### src/rtl/wpb_pkg.sv
// Shared constants, types and control structs of the windowed power bank.
package wpb_pkg;

    // Field widths.
    localparam int CH_W     = 4;
    localparam int SAMPLE_W = 16;
    localparam int POWER_W  = 42;

    // Bank geometry.
    localparam int WINDOW   = 2048;
    localparam int CHANNELS = 10;

    // Derived widths.
    localparam int SQ_W     = 31;
    localparam int MAG_W    = SAMPLE_W + 1;
    localparam int PROD_W   = 2 * MAG_W;
    localparam int POS_W    = $clog2(WINDOW);
    localparam int SUM_W    = SQ_W + $clog2(WINDOW);
    localparam int CH_IDX_W = (CHANNELS > 1) ? $clog2(CHANNELS) : 1;
    localparam int DEPTH    = CHANNELS * WINDOW;
    localparam int ADDR_W   = $clog2(DEPTH);
    localparam int EXT_W    = (SUM_W > POWER_W) ? SUM_W : POWER_W;

    // Channel numbers below this limit are valid.
    localparam logic [CH_W:0] CH_LIMIT = (CH_W + 1)'(CHANNELS);

    // Largest value the power output can show.
    localparam logic [POWER_W-1:0] POWER_MAX = '1;

    typedef logic [SQ_W-1:0]     t_sq;
    typedef logic [SUM_W-1:0]    t_sum;
    typedef logic [POS_W-1:0]    t_pos;
    typedef logic [CH_IDX_W-1:0] t_ch_idx;
    typedef logic [ADDR_W-1:0]   t_addr;
    typedef logic [POWER_W-1:0]  t_power;

    // Ring read request, issued when a word is accepted.
    typedef struct packed {
        logic    en;
        t_ch_idx ch;
    } t_ring_req;

    // Ring writeback of the new square.
    typedef struct packed {
        logic en;
        t_sq  sq;
    } t_ring_wr;

    // Running sum update.
    typedef struct packed {
        logic    en;
        t_ch_idx ch;
        t_sq     sq;
        t_sq     old_sq;
    } t_sum_upd;

    // Result of the strongest-channel search.
    typedef struct packed {
        logic            any;
        logic [CH_W-1:0] idx;
    } t_best;

endpackage

### src/rtl/wpb_max.sv
// Strongest-channel search: a balanced compare tree over all window sums.
module wpb_max (
    input  wpb_pkg::t_sum  i_sums [wpb_pkg::CHANNELS],
    output wpb_pkg::t_best o_best
);
    import wpb_pkg::*;

    localparam int LEAVES = 1 << $clog2(CHANNELS);
    localparam int NODES  = 2 * LEAVES - 1;

    typedef struct packed {
        t_sum            val;
        logic [CH_W-1:0] idx;
    } t_node;

    t_node node [NODES];

    // Leaves hold the sums; unused leaves are zero and sit to the right.
    // On a tie the left entry wins, which keeps the lowest channel index.
    always_comb begin
        for (int i = 0; i < LEAVES; i++) begin
            if (i < CHANNELS) begin
                node[LEAVES - 1 + i].val = i_sums[i];
            end else begin
                node[LEAVES - 1 + i].val = '0;
            end
            node[LEAVES - 1 + i].idx = CH_W'(i);
        end
        for (int n = LEAVES - 2; n >= 0; n--) begin
            if (node[2 * n + 1].val >= node[2 * n + 2].val) begin
                node[n] = node[2 * n + 1];
            end else begin
                node[n] = node[2 * n + 2];
            end
        end
    end

    // With all sums zero the tree already yields channel zero.
    assign o_best.any = (node[0].val != '0);
    assign o_best.idx = node[0].idx;

endmodule

### config.mk
export PLATFORM = sky130hd
export DESIGN_NAME = wpb_max
export DESIGN_NICKNAME = d
export VERILOG_FILES = /design/src/rtl/wpb_pkg.sv /design/src/rtl/wpb_max.sv
export SDC_FILE = /design/constraint.sdc
export NUM_CORES = 1
export LEC_CHECK = 0
export BUFFER_PORTS_ARGS = -buffer_cell sky130_fd_sc_hd__buf_2
export CAP_MARGIN = 40
export CORE_MARGIN = 3
export CORE_UTILIZATION = 45
export DETAILED_ROUTE_END_ITERATION = 10
export PLACE_DENSITY_LB_ADDON = 0.3
export SYNTH_ARGS = -nofsm -noshare
export SYNTH_HDL_FRONTEND = slang
export SYNTH_SLANG_ARGS = --single-unit
### constraint.sdc
create_clock -name vclk -period 13.3
set_clock_uncertainty 0.05 [all_clocks]
set_input_delay 1.33 -clock vclk [all_inputs]
set_output_delay 1.33 -clock vclk [all_outputs]
set_load 0.05 [all_outputs]
# Word level (Yosys, flattened, before mapping)
# Index checks and enable logic that the tools add are counted.
# op_classes
n_reduce_logical,1
order_cmp,11
mux,11
# ops
op,n
$mux W46,11
$ge A42 B42 Y1,9
$ge A42 B1 Y1 const B,2
$reduce_bool A42 Y1,1
# totals
regBits,0
word_cells,23
in_bits,420
output_inout_bits,5

# Longest topological paths before layout
# logic_depth
ltp_word,9
mapped_depth,51
depth_no_buf,43

# Worst setup path after synthesis
# OpenSTA, ideal clock, no wires.
# synth_timing
path_kind,input to output
from,in i_sums[368] (netlist name)
to,out o_best[0] (netlist name)
t_arrival_ns,12.264
n_path_buf,8
required_time_ns,11.920
setup_slack_ns,-0.344
cell_stages,46
cell_sequence,inv_1 -> ha_1 -> a21oi_1 -> o22ai_1 -> a2111oi_0 -> o21ai_1 -> a211oi_1 -> buf_2 -> buf_2 -> mux2i_1 -> inv_1 -> ha_1 -> nand4_1 -> nor4_1 -> a22oi_1 -> o211ai_1 -> o21ai_0 -> nand2_1 -> [... 10 more ...] -> or2_1 -> buf_4 -> buf_6 -> nand2_4 -> buf_2 -> o22ai_1 -> a211o_1 -> ha_1 -> nor2b_1 -> o21a_1 -> o21a_1 -> o21a_1 -> o21ai_0 -> a31oi_1 -> a211o_1 -> a21oi_1 -> nor3_1 -> a21oi_1
# synth_lines
element,line,text
"start, declared",wpb_max.sv:3,"input wpb_pkg::t_sum i_sums [wpb_pkg::CHANNELS],"
"end, declared",wpb_max.sv:4,output wpb_pkg::t_best o_best

==> metrics.txt <==
Post-Place Cells 2886; Die X 185 um; Worst Hold End o_best[4]; Cell variety after synth 78; pwr dens 113 nW/um2; GRT Residual Overflow 0; initial antenna violation count 1; TritonRoute pass-1 iters 5; mean post-synth cell area 7.05 um2; mean number of vias per cell 6.03; Hold Buf Count CTS 0; Boundary Pins 425; Total GRT Usage 33.0%; register area 0 um2; status completed; detailed-route DRC error count 0; power consumption 2020 uW; Die Area 34100 um2; worst min path class input port to primary output; fraction of layout cells with a size suffix above 1 25.9%; n_diodes 0; max_cap viols 0; Slew Limit Fails 0; CP max stage delay 650 ps; RD Place Congestion 1.08; final core occ 57.7%; Worst-Margin Slew 853 ps; Post-Syn Nets 2834; Routed Antenna Nets 0; post-DP HPWL 53800 um; # rows 64; vias in the first global route 16800; hold path start i_sums[31]; area of the multi-input gates 13200 um2; total number of vias 17400; Area Overhead vs Synth 24.7%; Crit path required time 11920 ps; fmax 77.0 MHz; hold depth 7; Final Non-Filler Cells 2893; detailed router's first-iteration violation count 1233; Setup TNS Final 0 ps; cell type with the highest aggregate area in the netlist ha_1; most numerous cell on the critical path ha_1; Hold Fails Final Rpt 0; area of the mapped netlist 14300 um2; element type at the critical path end primary output; fillers 3026; critical path's slowest cell or4b_2; area share of the largest cell type after synthesis 33.0%; Vert. Die Dim 185 um; largest fanout on the critical path 41; clk_buf instances 0; Leak 0.00990 uW; Total Wirelength 60800 um; critical path class input port to primary output; fin crit share 97.6%; CP startpoint kind input port; WL per Instance 21.0 um; Worst EP arrival 11610 ps; global-route wire length before repair 88900 um; Post-Syn Instances 2036; ranking of synthesized cells by area ha_1, mux2i_1, inv_1; crit path time final 12990 ps; Slew HR 41.7%; Seq cells 0; part of the Yosys area used for sequential elements 0%; Synth warnings 0; initial cell density of the core 46.3%; Port Buffers 425; maximum vdd drop 87.9 uV; largest net degree at the start of global routing 88; core area 31000 um2; final setup vio count 0; Nets 3297
cell usage in the layout (no fill, tap or decap), drive strengths merged, types with 38 or more instances in the layout:
cell,instances
buf,533
nor4,53
mux2,39
inv,303
nand3,38
mux2i,118
nand4,69
nor2,130
nand2,137
o21ai,100
nor3,55
a21o,54
a21oi,222
ha,378
report_power, final:
| group | leakage, uW | switching (uW) | internal [uW] | total [uW] |
|---|---|---|---|---|
| registers | 0 | 0 | 0 | 0 |
| logic | 0.00990 | 1210 | 807 | 2020 |
| clock network | 0 | 0 | 0 | 0 |
| total | 0.00990 | 1210 | 807 | 2020 |
stage by stage:
stage          area, um2  hold slack, ps  worst slack [ps]
2_1_floorplan      14300            3100              41.3
3_3_place_gp       17500            3400              -231
3_5_place_dp       17500            3350              -325
4_1_cts            17600            3350              19.4
5_1_grt            17900            3410             -44.6
6_report           17900            3350               314
worst max-delay path by stage:
stage                startpoint   endpoint  cells past startpoint
finish              i_sums[105]  o_best[4]                     47
global route        i_sums[104]  o_best[4]                     48
CTS                 i_sums[105]  o_best[4]                     45
detailed placement  i_sums[105]  o_best[4]                     45
global placement    i_sums[105]  o_best[4]                     45
floorplan           i_sums[368]  o_best[0]                     46
cells in the mapped netlist (14+ instances only):
cell,instances
ha_1,378
inv_1,303
a21oi_1,222
nand2_1,136
nor2_1,129
mux2i_1,118
o21ai_0,94
nand4_1,68
nor3_1,55
a21o_1,54
nor4_1,49
nand3_1,38
mux2_2,37
a211oi_1,33
clkbuf_1,32
o211ai_1,29
buf_2,20
a211o_1,16
o22ai_1,15
nand2b_1,14
nor2b_1,14
kinds of logic after synthesis:
kind of cell | after synthesis | synth area share, %
AO/OA/AOI/OAI | 569 | 25.9
AND/OR/NAND/NOR | 555 | 19.4
adder cells (fa/ha/maj) | 378 | 33.0
buffers and inverters | 377 | 10.4
multiplexers | 157 | 11.3
cell type report:
| type | instances | area share (%) |
|---|---|---|
| inverters | 303 | 6.36 |
| well taps | 396 | 2.77 |
| multi-input cells | 1659 | 73.7 |
| repair buffers | 535 | 17.2 |
what timing repair did:
item	4_1_cts	5_1_grt
endpoints found under the setup margin	1	5
resized for setup	6	50
pin swaps	2	7
buffers inserted	4	1
gates cloned	0	2
critical path, delay by kind of cell:
family / cells / cell delay (ps)
buf+inv: 8 / 1250
simple gates: 13 / 3340
fa+ha+maj: 4 / 1240
compound gates: 21 / 3940
mux: 1 / 460
routing by layer:
metal | wire length (um) | part of all wire [%] | vias to the layer above | track usage, %
met4 | 2720 | 4.5 | 2 | 12.8
li1 | - | - | 8455 | -
met1 | 24900 | 41 | 8037 | 41.0
met5 | 12 | 0.020 | - | 0
met2 | 28600 | 47 | 774 | 58.4
met3 | 4540 | 7.5 | 165 | 3.47
Power figures use the tool's default switching activity.
