### config.mk
export PLATFORM = sky130hd
export DESIGN_NAME = wpb_sums
export DESIGN_NICKNAME = d
export VERILOG_FILES = /design/src/rtl/wpb_pkg.sv /design/src/rtl/wpb_sums.sv
export SDC_FILE = /design/constraint.sdc
export NUM_CORES = 1
export LEC_CHECK = 0
export BUFFER_PORTS_ARGS = -buffer_cell sky130_fd_sc_hd__buf_2
export CAP_MARGIN = 30
export CORE_ASPECT_RATIO = 2
export CORE_MARGIN = 2
export CORE_UTILIZATION = 55
export DETAILED_ROUTE_END_ITERATION = 7
export GPL_TIMING_DRIVEN = 0
export PLACE_DENSITY_LB_ADDON = 0.15
export SYNTH_ARGS = -nofsm -noshare
export SYNTH_HDL_FRONTEND = slang
export SYNTH_SLANG_ARGS = --single-unit
### constraint.sdc
create_clock -name i_clk -period 14.44 [get_ports i_clk]
set_input_delay 2.888 -clock i_clk [delete_from_list [all_inputs] [get_ports i_clk]]
set_output_delay 2.888 -clock i_clk [all_outputs]
set_load 0.02 [all_outputs]
### src/rtl/wpb_pkg.sv
// Shared constants, types and control structs of the windowed power bank.
package wpb_pkg;

    // Field widths.
    localparam int CH_W     = 4;
    localparam int SAMPLE_W = 16;
    localparam int POWER_W  = 42;

    // Bank geometry.
    localparam int WINDOW   = 2048;
    localparam int CHANNELS = 10;

    // Derived widths.
    localparam int SQ_W     = 31;
    localparam int MAG_W    = SAMPLE_W + 1;
    localparam int PROD_W   = 2 * MAG_W;
    localparam int POS_W    = $clog2(WINDOW);
    localparam int SUM_W    = SQ_W + $clog2(WINDOW);
    localparam int CH_IDX_W = (CHANNELS > 1) ? $clog2(CHANNELS) : 1;
    localparam int DEPTH    = CHANNELS * WINDOW;
    localparam int ADDR_W   = $clog2(DEPTH);
    localparam int EXT_W    = (SUM_W > POWER_W) ? SUM_W : POWER_W;

    // Channel numbers below this limit are valid.
    localparam logic [CH_W:0] CH_LIMIT = (CH_W + 1)'(CHANNELS);

    // Largest value the power output can show.
    localparam logic [POWER_W-1:0] POWER_MAX = '1;

    typedef logic [SQ_W-1:0]     t_sq;
    typedef logic [SUM_W-1:0]    t_sum;
    typedef logic [POS_W-1:0]    t_pos;
    typedef logic [CH_IDX_W-1:0] t_ch_idx;
    typedef logic [ADDR_W-1:0]   t_addr;
    typedef logic [POWER_W-1:0]  t_power;

    // Ring read request, issued when a word is accepted.
    typedef struct packed {
        logic    en;
        t_ch_idx ch;
    } t_ring_req;

    // Ring writeback of the new square.
    typedef struct packed {
        logic en;
        t_sq  sq;
    } t_ring_wr;

    // Running sum update.
    typedef struct packed {
        logic    en;
        t_ch_idx ch;
        t_sq     sq;
        t_sq     old_sq;
    } t_sum_upd;

    // Result of the strongest-channel search.
    typedef struct packed {
        logic            any;
        logic [CH_W-1:0] idx;
    } t_best;

endpackage

### src/rtl/wpb_sums.sv
// Per-channel running window sums with add-new, subtract-old update.
module wpb_sums (
    input  logic              i_clk,
    input  logic              i_rst_n,
    input  wpb_pkg::t_sum_upd i_upd,
    output wpb_pkg::t_sum     o_upd_sum,
    output wpb_pkg::t_sum     o_sums [wpb_pkg::CHANNELS]
);
    import wpb_pkg::*;

    t_sum r_sum [CHANNELS];
    t_sum n_sum;

    // The leaving square is part of the sum, so the result never underflows.
    assign n_sum = r_sum[i_upd.ch] + SUM_W'(i_upd.sq) - SUM_W'(i_upd.old_sq);

    always_ff @(posedge i_clk) begin
        if (!i_rst_n) begin
            for (int i = 0; i < CHANNELS; i++) begin
                r_sum[i] <= '0;
            end
        end else if (i_upd.en) begin
            r_sum[i_upd.ch] <= n_sum;
        end
    end

    assign o_upd_sum = n_sum;

    always_comb begin
        for (int i = 0; i < CHANNELS; i++) begin
            o_sums[i] = r_sum[i];
        end
    end

endmodule

## After elaboration in Yosys (flattened, before gate mapping)

Memory sizes are Yosys's and may differ from the RTL's.
Cells that the tools add are included.

- Register bits: 0
- Memories: 1
- Memory bits (writable): 420

- Reductions and logical operators: 1
- Muxes and demuxes: 7
- Add/sub/neg operators: 2

Memories:

| memory | depth | bits a word | read ports | clocked after memory_dff | wr ports | line | text |
|---|---|---|---|---|---|---|---|
| r_sum | 10 | 42 | 11 | 0 | 10 | wpb_sums.sv:11 | `t_sum r_sum [CHANNELS];` |

Operators by type and width:

| operator | count |
|---|---|
| adder 42 x 31 -> 42 bit | 1 |
| 2-to-1 mux 42 bit | 1 |
| OR reduction 42 bit | 1 |
| subtractor 42 x 31 -> 42 bit | 1 |
| 2-to-1 mux 1 bit | 5 |
| 2-to-1 mux 4 bit | 1 |

## Logic depth before layout (Yosys ltp)

Gate-level depths: netlist of run 1.

- Depth after elaboration: 5
- Depth in mapped cells: 21
- Mapped depth without buffers: 16

## Worst setup path after synthesis of run 1

OpenSTA, ideal clock, no wires.

- Path kind: input port to output port
- From: input i_upd[63] in the netlist's numbering
- To: output o_upd_sum[28]
- Path slack: 4.160 ns
- Stages: 20
- Arrival time: 7.392 ns
- Required time: 11.552 ns
- Path buffers: 4
- Path through: clkbuf_1 > clkbuf_1 > clkbuf_1 > mux4_2 > mux4_2 > inv_1 > ha_1 > inv_1 > ha_1 > inv_1 > fa_1 > nand2b_1 > a21o_1 > a21o_1 > a2111oi_4 > nor2_2 > o21bai_1 > xnor2_1 > clkbuf_1 > inv_1

- Word-level cells in the longest chain between the ends: 3

Ends and longest elaborated chain:

| what | line | text |
|---|---|---|
| start: declaration | wpb_sums.sv:5 | `input wpb_pkg::t_sum_upd i_upd,` |
| memory read (10 x 42 bit) | -- |  |
| adder 42 x 31 -> 42 bit | wpb_sums.sv:15 | `assign n_sum = r_sum[i_upd.ch] + SUM_W'(i_upd.sq) - SUM_W'(i_upd.old_sq);` |
| subtractor 42 x 31 -> 42 bit | wpb_sums.sv:15 |  |
| end: declaration | wpb_sums.sv:6 | `output wpb_pkg::t_sum o_upd_sum,` |

Every way passes these cells.

## Worst setup path in the final report of run 1

- From: input i_upd[63] in the netlist's numbering
- To: output o_upd_sum[39]

Same word-level chain as after synthesis.

==> summary.txt, run 1 <==
Routing
  • Iteration-0 DRC Markers: 2346
  • Max Used Layer: met5
  • Antenna viol nets, final: 0
  • Routed wl met3: 12500 µm
  • Post-DR vias/cell: between 6 and 7
  • Avg WL per Cell: 32.4 µm
  • DR vias: about 22000
  • DR pass1 iterations: 7
  • Met1 wire length: 34200 µm
  • Met2 routed WL: about 58000 µm
  • DR DRC count: 0
  • Final WL: 112000 µm

Setup path
  • CP startpoint kind: input port
  • Slowest Stage Delay on Critical Path: 0.81 ns
  • CP cell instances: buf_2, clkbuf_1, clkbuf_1, clkbuf_1, mux4_2, mux4_2, inv_1, fa_1, inv_1, ha_1, a21oi_1, nor2_1, o21ai_0, a21oi_1, nor3_1, o41ai_1, xnor2_1, buf_2, inv_1, buf_2
  • Crit end category: output port
  • Critical Path Fanout Max: 10
  • Crit Path Class: in2out
  • CP max-delay cell: clkbuf_1
  • Arr. time, crit path: 9.81 ns
  • Critical path data required time: 11.55 ns

Finish
  • Largest reg by FF count: r_sum
  • Nets@finish: 2812
  • Regs by FF count: r_sum: 672 flops
  • Layout area overhead: 19.1%
  • Final instance area: 0.0369 mm²
  • Register area: 0.0202 mm²
  • FILL cells: 4301
  • Share of layout cells above drive strength 1: 0.332
  • Number of flip-flops under the largest register name: about 670
  • Multi-input gate area: 0.00971 mm²

Synthesis
  • Area contributors post-synth: edfxtp_1 65%, mux4_2 15%, nor2_1 5.3%
  • Post-synthesis mux area share: 0.153
  • Synth Cell Area: 0.0310 mm²
  • Number of distinct library cells after synthesis: 56
  • Post-synth EDFFs: 672
  • Main synth FF type: edfxtp_1
  • Synth Instances: 2057
  • Flops & latches, synth: roughly 670
  • XOR/XNOR share of the synthesized area: 0.00960
  • Post-synthesis sequential area ratio: 0.650
  • Compound-Gate Fraction of Synth Area: 0.0321
  • Leading area contributor after synthesis: edfxtp_1
  • Syn_area_per_cell: 15.1 µm²
  • Post-synth top area share: 0.650
  • Post-synthesis adder-cell area fraction: 0.0369
  • Asr flop ratio synth: 0
  • Combinational family with the most area after synthesis: multiplexers
  • Post-Syn Nets: 2199
  • Simple-Gate Fraction of Synth Area: 0.0774
  • Synth Warn #: 0

Place
  • IO buf count: roughly 530
  • DP HPWL: 81500 µm
  • Gpl congestion: 0.943
  • Placed cell areas: between 0.03 and 0.04 mm²
  • Worst slack at placement: ~1.9 ns

STA
  • Fin crit share: 0.879
  • Highest clock rate: 78.8 MHz
  • Final hold viol count: 0
  • RSZ-0062 raised after global routing: no
  • Setup violators final: 0
  • Clk_skew: roughly 0.039 ns
  • Slew margin rel.: 0.278
  • Worst Tran Pin Value: 1.08 ns
  • TNS Setup: 0 ns
  • Fin. max-slew vios: 0
  • Final WS setup: roughly 1.7 ns
  • Final min period: between 10 and 15 ns
  • WHS: approximately 1.2 ns

Floorplan
  • Core outline area: 0.0560 mm²
  • Die height: around 340 µm
  • IO Pins: about 530
  • # rows: 123
  • Initial Utilization: 0.554
  • Die area: 0.0584 mm²
  • Die width: approximately 170 µm

Worst hold path
  • Hold Crit Class: reg2reg

Run
  • Max_cap viols: 0

Power and ir drop
  • Pleak: 14.7 nW
  • Pwr Density: around 140 mW/mm²
  • Peak VDD IR: around 170 µV

CTS
  • Root Buffer Master: clkbuf_16
  • Hold Buf Count CTS: 0
  • Clock transition at path regs: 0.07 ns
  • CTS tree: built
  • H-Tree Depth: 2
  • Number of post-CTS setup repair buffers: 0
  • Post-cts resize count: 0
  • Clk_lat worst skew: 0.64 ns
  • Inserted Clock Buffers: 57
  • Maximum clock path buffer count: 3
  • Clk sink count: about 670

GRT
  • First-pass GRT wire length: 155000 µm
  • Initial antenna violation count: 11
  • Vias in the first global route: 22600
  • GRT Overall Usage: 0.386
  • Largest net degree at the start of global routing: 43
  • Global route overflow: 0

Outcome
  • Status: finished clean
## per-stage QoR
stage | std cells | util | power, mW
after floorplan | 2057 | - | 3.23
after global placement | 3336 | 0.618 | 3.73
after detailed placement | 3358 | 0.627 | 3.76
after CTS | 3461 | 0.659 | 5.24
after global routing | 3465 | 0.659 | 5.42
final | 3469 | 0.660 | 5.27
## kinds of logic after synthesis
logic type / count (synthesis)
AO/OA/AOI/OAI: 152
XOR/XNOR: 34
adder cells (fa/ha/maj): 73
buffers and inverters: 315
flip-flops: 672
multiplexers: 216
AND/OR/NAND/NOR: 595
## power breakdown
part / internal [mW] / switching (mW) / total (mW)
Sequential: 2.26 / 0.0426 / 2.30
Combinational: 0.425 / 1.01 / 1.44
Clock: 0.807 / 0.722 / 1.53
## path summary, 6_finish.rpt
| kind | from | end | slack [ns] | cells after the start |
|---|---|---|---|---|
| max | i_upd[63] | o_upd_sum[39] | 1.74 | 20 |
| min reg2reg | r_sum[15][40]$_DFFE_PP_ | r_sum[0][41]$_SDFFCE_PN0P_ | 1.24 | 5 |
| max reg2reg | r_sum[5][10]$_SDFFCE_PN0P_ | r_sum[12][39]$_DFFE_PP_ | 8.73 | 15 |
| min | r_sum[15][40]$_DFFE_PP_ | r_sum[0][41]$_SDFFCE_PN0P_ | 1.24 | 5 |
## final cells by class
cell class	instances	area share
Sequential cell	672	0.546
Inverter	189	0.0192
Antenna cell	5	0.000339
Timing Repair Buffer	554	0.0832
Tap cell	750	0.0254
Clock buffer	68	0.0403
Multi-Input combinational cell	1070	0.263
Buffer	126	0.0147
Clock inverter	35	0.00782
## placed cells by master (no fill, tap or decap), drive strengths merged, types with 11 or more instances in the layout
| master | n |
|---|---|
| o21ai | 23 |
| edfxtp | 672 |
| fa | 31 |
| nand2 | 74 |
| a21oi | 56 |
| nor3 | 18 |
| xnor2 | 24 |
| nand3 | 19 |
| clkbuf | 151 |
| mux4 | 207 |
| buf | 597 |
| clkinv | 29 |
| inv | 191 |
| a21o | 12 |
| nand4 | 11 |
| nor2 | 443 |
| ha | 42 |
## synth_stat cells, drive strengths merged (2+ instances only)
library cell and instances:
a21bo 2, or2 2, inv 189, buf 43, a31oi 3, nor3 18, nor4 3, o211a 2
o41ai 3, xnor2 24, a211o 2, edfxtp 672, o31ai 8, mux4 207, nand2 74, a221oi 3
nand2b 7, ha 42, a21oi 56, or4 4, a21o 12, mux2i 8, xor2 10, nor2 443
nand4 11, o21ai 23, a2111oi 2, and3 3, o211ai 9, o21bai 6, a211oi 3, a21boi 4
fa 31, nor2b 3, or3 2, nand3 19, o21a 10, and2 4, clkbuf 83
## metal layers
layer	track usage	vias to the layer above
met3	0.118	380
met4	0.228	14
met5	0	-
met2	0.670	1543
met1	0.410	10900
li1	-	8821
## worst max-delay path: cells and delay by family
family                     cells  cell delay (ns)
buffers and inverters          9             2.70
muxes                          2             0.92
AOI/OAI and AO/OA              4             1.31
adders and majority gates      2             0.68
and+or+nand+nor                2             0.84
xor gates and xnor gates       1             0.45
(Power assumes the default switching activity.)
==> run 2, diff against run 1 <==
Settings changed: PLACE_DENSITY set to 0.78, PLACE_DENSITY_LB_ADDON 0.15 to unset.
==> summary.txt, run 2 (same netlist as run 1, synthesis figures left out) <==
Outcome
  • Status: finished clean

Setup path
  • CP Launch Point: i_upd[63]
  • Worst r2r dst: r_sum[11][31]$_DFFE_PP_
  • CP max-delay cell: clkbuf_1
  • Arr. time, crit path: 9.91 ns
  • CP startpoint kind: input port
  • Crit Path Class: in2out
  • CP delay by family, top: buffers and inverters
  • Internal reg-to-reg setup slack: 8.97 ns
  • Critical Path Fanout Max: 10
  • Slowest Stage Delay on Critical Path: 0.83 ns
  • CP bufs+invs: 9
  • R2r worst-path depth: 14
  • R2R Path Start: r_sum[7][1]$_SDFFCE_PN0P_
  • CP cell instances: buf_2, clkbuf_1, clkbuf_1, clkbuf_1, mux4_2, mux4_2, inv_1, fa_1, inv_1, ha_1, a21oi_1, nor2_1, o21ai_0, a21oi_1, nor3_1, o41ai_1, xnor2_1, buf_2, inv_1, buf_2
  • Crit end category: output port
  • Critical path data required time: 11.55 ns

GRT
  • Largest net degree at the start of global routing: 43
  • Initial antenna violation count: 16
  • GRT Overall Usage: 0.378
  • First-pass GRT wire length: 153000 µm
  • Global route overflow: 0
  • Vias in the first global route: 22600

Place
  • IO buf count: 529
  • Placed cell areas: 0.0351 mm²
  • DP HPWL: approximately 80000 µm
  • Cells after DPL: 3355
  • Gpl congestion: between 0.9 and 1

Finish
  • Final instance area: 0.0370 mm²
  • Share of layout cells above drive strength 1: 0.333
  • Layout area overhead: 19.2%
  • Number of flip-flops under the largest register name: approximately 670
  • Nets@finish: approximately 2800
  • Post-Layout Cell Count: 3467
  • Commonest cells after routing, fill and taps aside: 672 x edfxtp_1, 561 x buf_2, 435 x nor2_1, 207 x mux4_2, 189 x inv_1
  • Regs by FF count: r_sum: 672 flops
  • Most common cell after layout, fill and taps aside: edfxtp_1
  • Largest reg by FF count: r_sum
  • FILL cells: 4127

CTS
  • Clk_lat worst skew: 0.63 ns
  • Clk sink count: 672
  • Maximum clock path buffer count: 3
  • Root Buffer Master: clkbuf_16
  • Hold Buf Count CTS: 0
  • Clock transition at path regs: 0.06 ns
  • Inserted Clock Buffers: 55
  • H-Tree Depth: 2
  • Post-cts resize count: 0
  • CTS tree: built
  • Number of post-CTS setup repair buffers: 0

Worst hold path
  • Hold Path Depth: 5
  • Hold path start: r_sum[13][40]$_DFFE_PP_
  • Hold Crit Class: reg2reg
  • Hold EP: r_sum[0][41]$_SDFFCE_PN0P_

Power and ir drop
  • Switching power: ~1.8 mW
  • Pwr Density: 144 mW/mm²
  • Total power: 5.31 mW
  • Peak VDD IR: 144 µV
  • Logic pwr share: 0.273
  • Sw Ratio: 0.334
  • Power share of the sequential group: 0.434
  • Power share of the clock group: 0.294
  • Pint: 3.54 mW
  • Pleak: ~15 nW

STA
  • Highest clock rate: 78.1 MHz
  • Setup violators final: 0
  • Clk_skew: approximately 0.038 ns
  • Final hold viol count: 0
  • RSZ-0062 raised after global routing: no
  • Fin crit share: 0.887
  • Fin. max-slew vios: 0
  • Worst Tran Pin Value: 1.09 ns
  • Final min period: 12.80 ns
  • WHS: 1.27 ns
  • Slew margin rel.: 0.271
  • TNS Setup: 0 ns

Run
  • Max_cap viols: 0

Floorplan
  • IO Pins: 531
  • Die width: 172 µm
  • Initial Utilization: 0.554
  • Die area: 0.0584 mm²
  • # rows: 123
  • Die height: 340 µm
  • Core outline area: 0.0560 mm²

Routing
  • DR pass1 iterations: 5
  • Antenna viol nets, final: 0
  • Avg WL per Cell: ~32 µm
  • Post-DR vias/cell: 6.29
  • DR DRC count: 0
  • Iteration-0 DRC Markers: 2483
  • Final WL: approximately 110000 µm
  • DR vias: 21800
[run 2: changes by cell type in the layout (fill, tap and decap cells not counted), sizes merged]
cell,delta
buf,-3
bufinv,+4
clkinv,-10
clkinvlp,+1
diode,+3
inv,+3
[run 2: final cells by class]
| cell class | count | area (µm²) | share of cell area |
|---|---|---|---|
| clock inverter | 33 | 397 | 0.0107 |
| multi-input combinational | 1070 | 9710 | 0.263 |
| inverter | 189 | 709 | 0.0192 |
| sequential | 672 | 20200 | 0.546 |
| tap | 750 | 938 | 0.0254 |
| buffer | 126 | 543 | 0.0147 |
| timing repair buffer | 551 | 3060 | 0.0828 |
| antenna | 8 | 20.0 | 0.000541 |
| clock buffer | 68 | 1430 | 0.0385 |
[run 2: power by group through the flow]
stage / sequential (mW) / combinational (mW) / clock [mW]
after floorplan: 2.41 / 0.817 / 0
after global placement: 2.34 / 1.38 / 0
after detailed placement: 2.34 / 1.41 / 0
after CTS: 2.30 / 1.42 / 1.55
after global routing: 2.31 / 1.53 / 1.62
final: 2.30 / 1.45 / 1.56
[run 2: worst max-delay path by stage]
| stage | endpoint | depth (start not counted) | slack, ns |
|---|---|---|---|
| 6_report | o_upd_sum[39] | 20 | 1.64 |
| 3_3_place_gp | o_upd_sum[31] | 19 | 1.73 |
| 3_5_place_dp | o_upd_sum[31] | 19 | 1.73 |
| 2_1_floorplan | o_upd_sum[28] | 20 | 4.16 |
| 4_1_cts | o_upd_sum[39] | 20 | 1.73 |
| 5_1_grt | o_upd_sum[31] | 19 | 1.52 |
[run 2: per-layer routing]
layer | up-vias | global-route usage | routed length, µm | part of all wire
met5 | - | 0 | 92 | 0.00084
met2 | 1650 | 0.625 | 54300 | 0.49
met1 | 10900 | 0.417 | 33900 | 0.31
met4 | 16 | 0.264 | 9120 | 0.083
met3 | 458 | 0.106 | 12600 | 0.11
li1 | 8825 | - | - | -
[run 2: tightest hold or removal path, stage by stage, from the launching register on]
cell      delay (ns)
edfxtp_1        0.33
mux4_2          0.24
a221oi_2        0.12
xnor2_1         0.19
xnor2_1         0.13
nor2_1          0.14
[run 2: through the flow]
stage	utilization	worst slack, ns
after CTS	0.659	1.73
after global routing	0.660	1.52
after detailed placement	0.626	1.73
final	0.660	1.64
after floorplan	-	4.16
after global placement	0.618	1.73
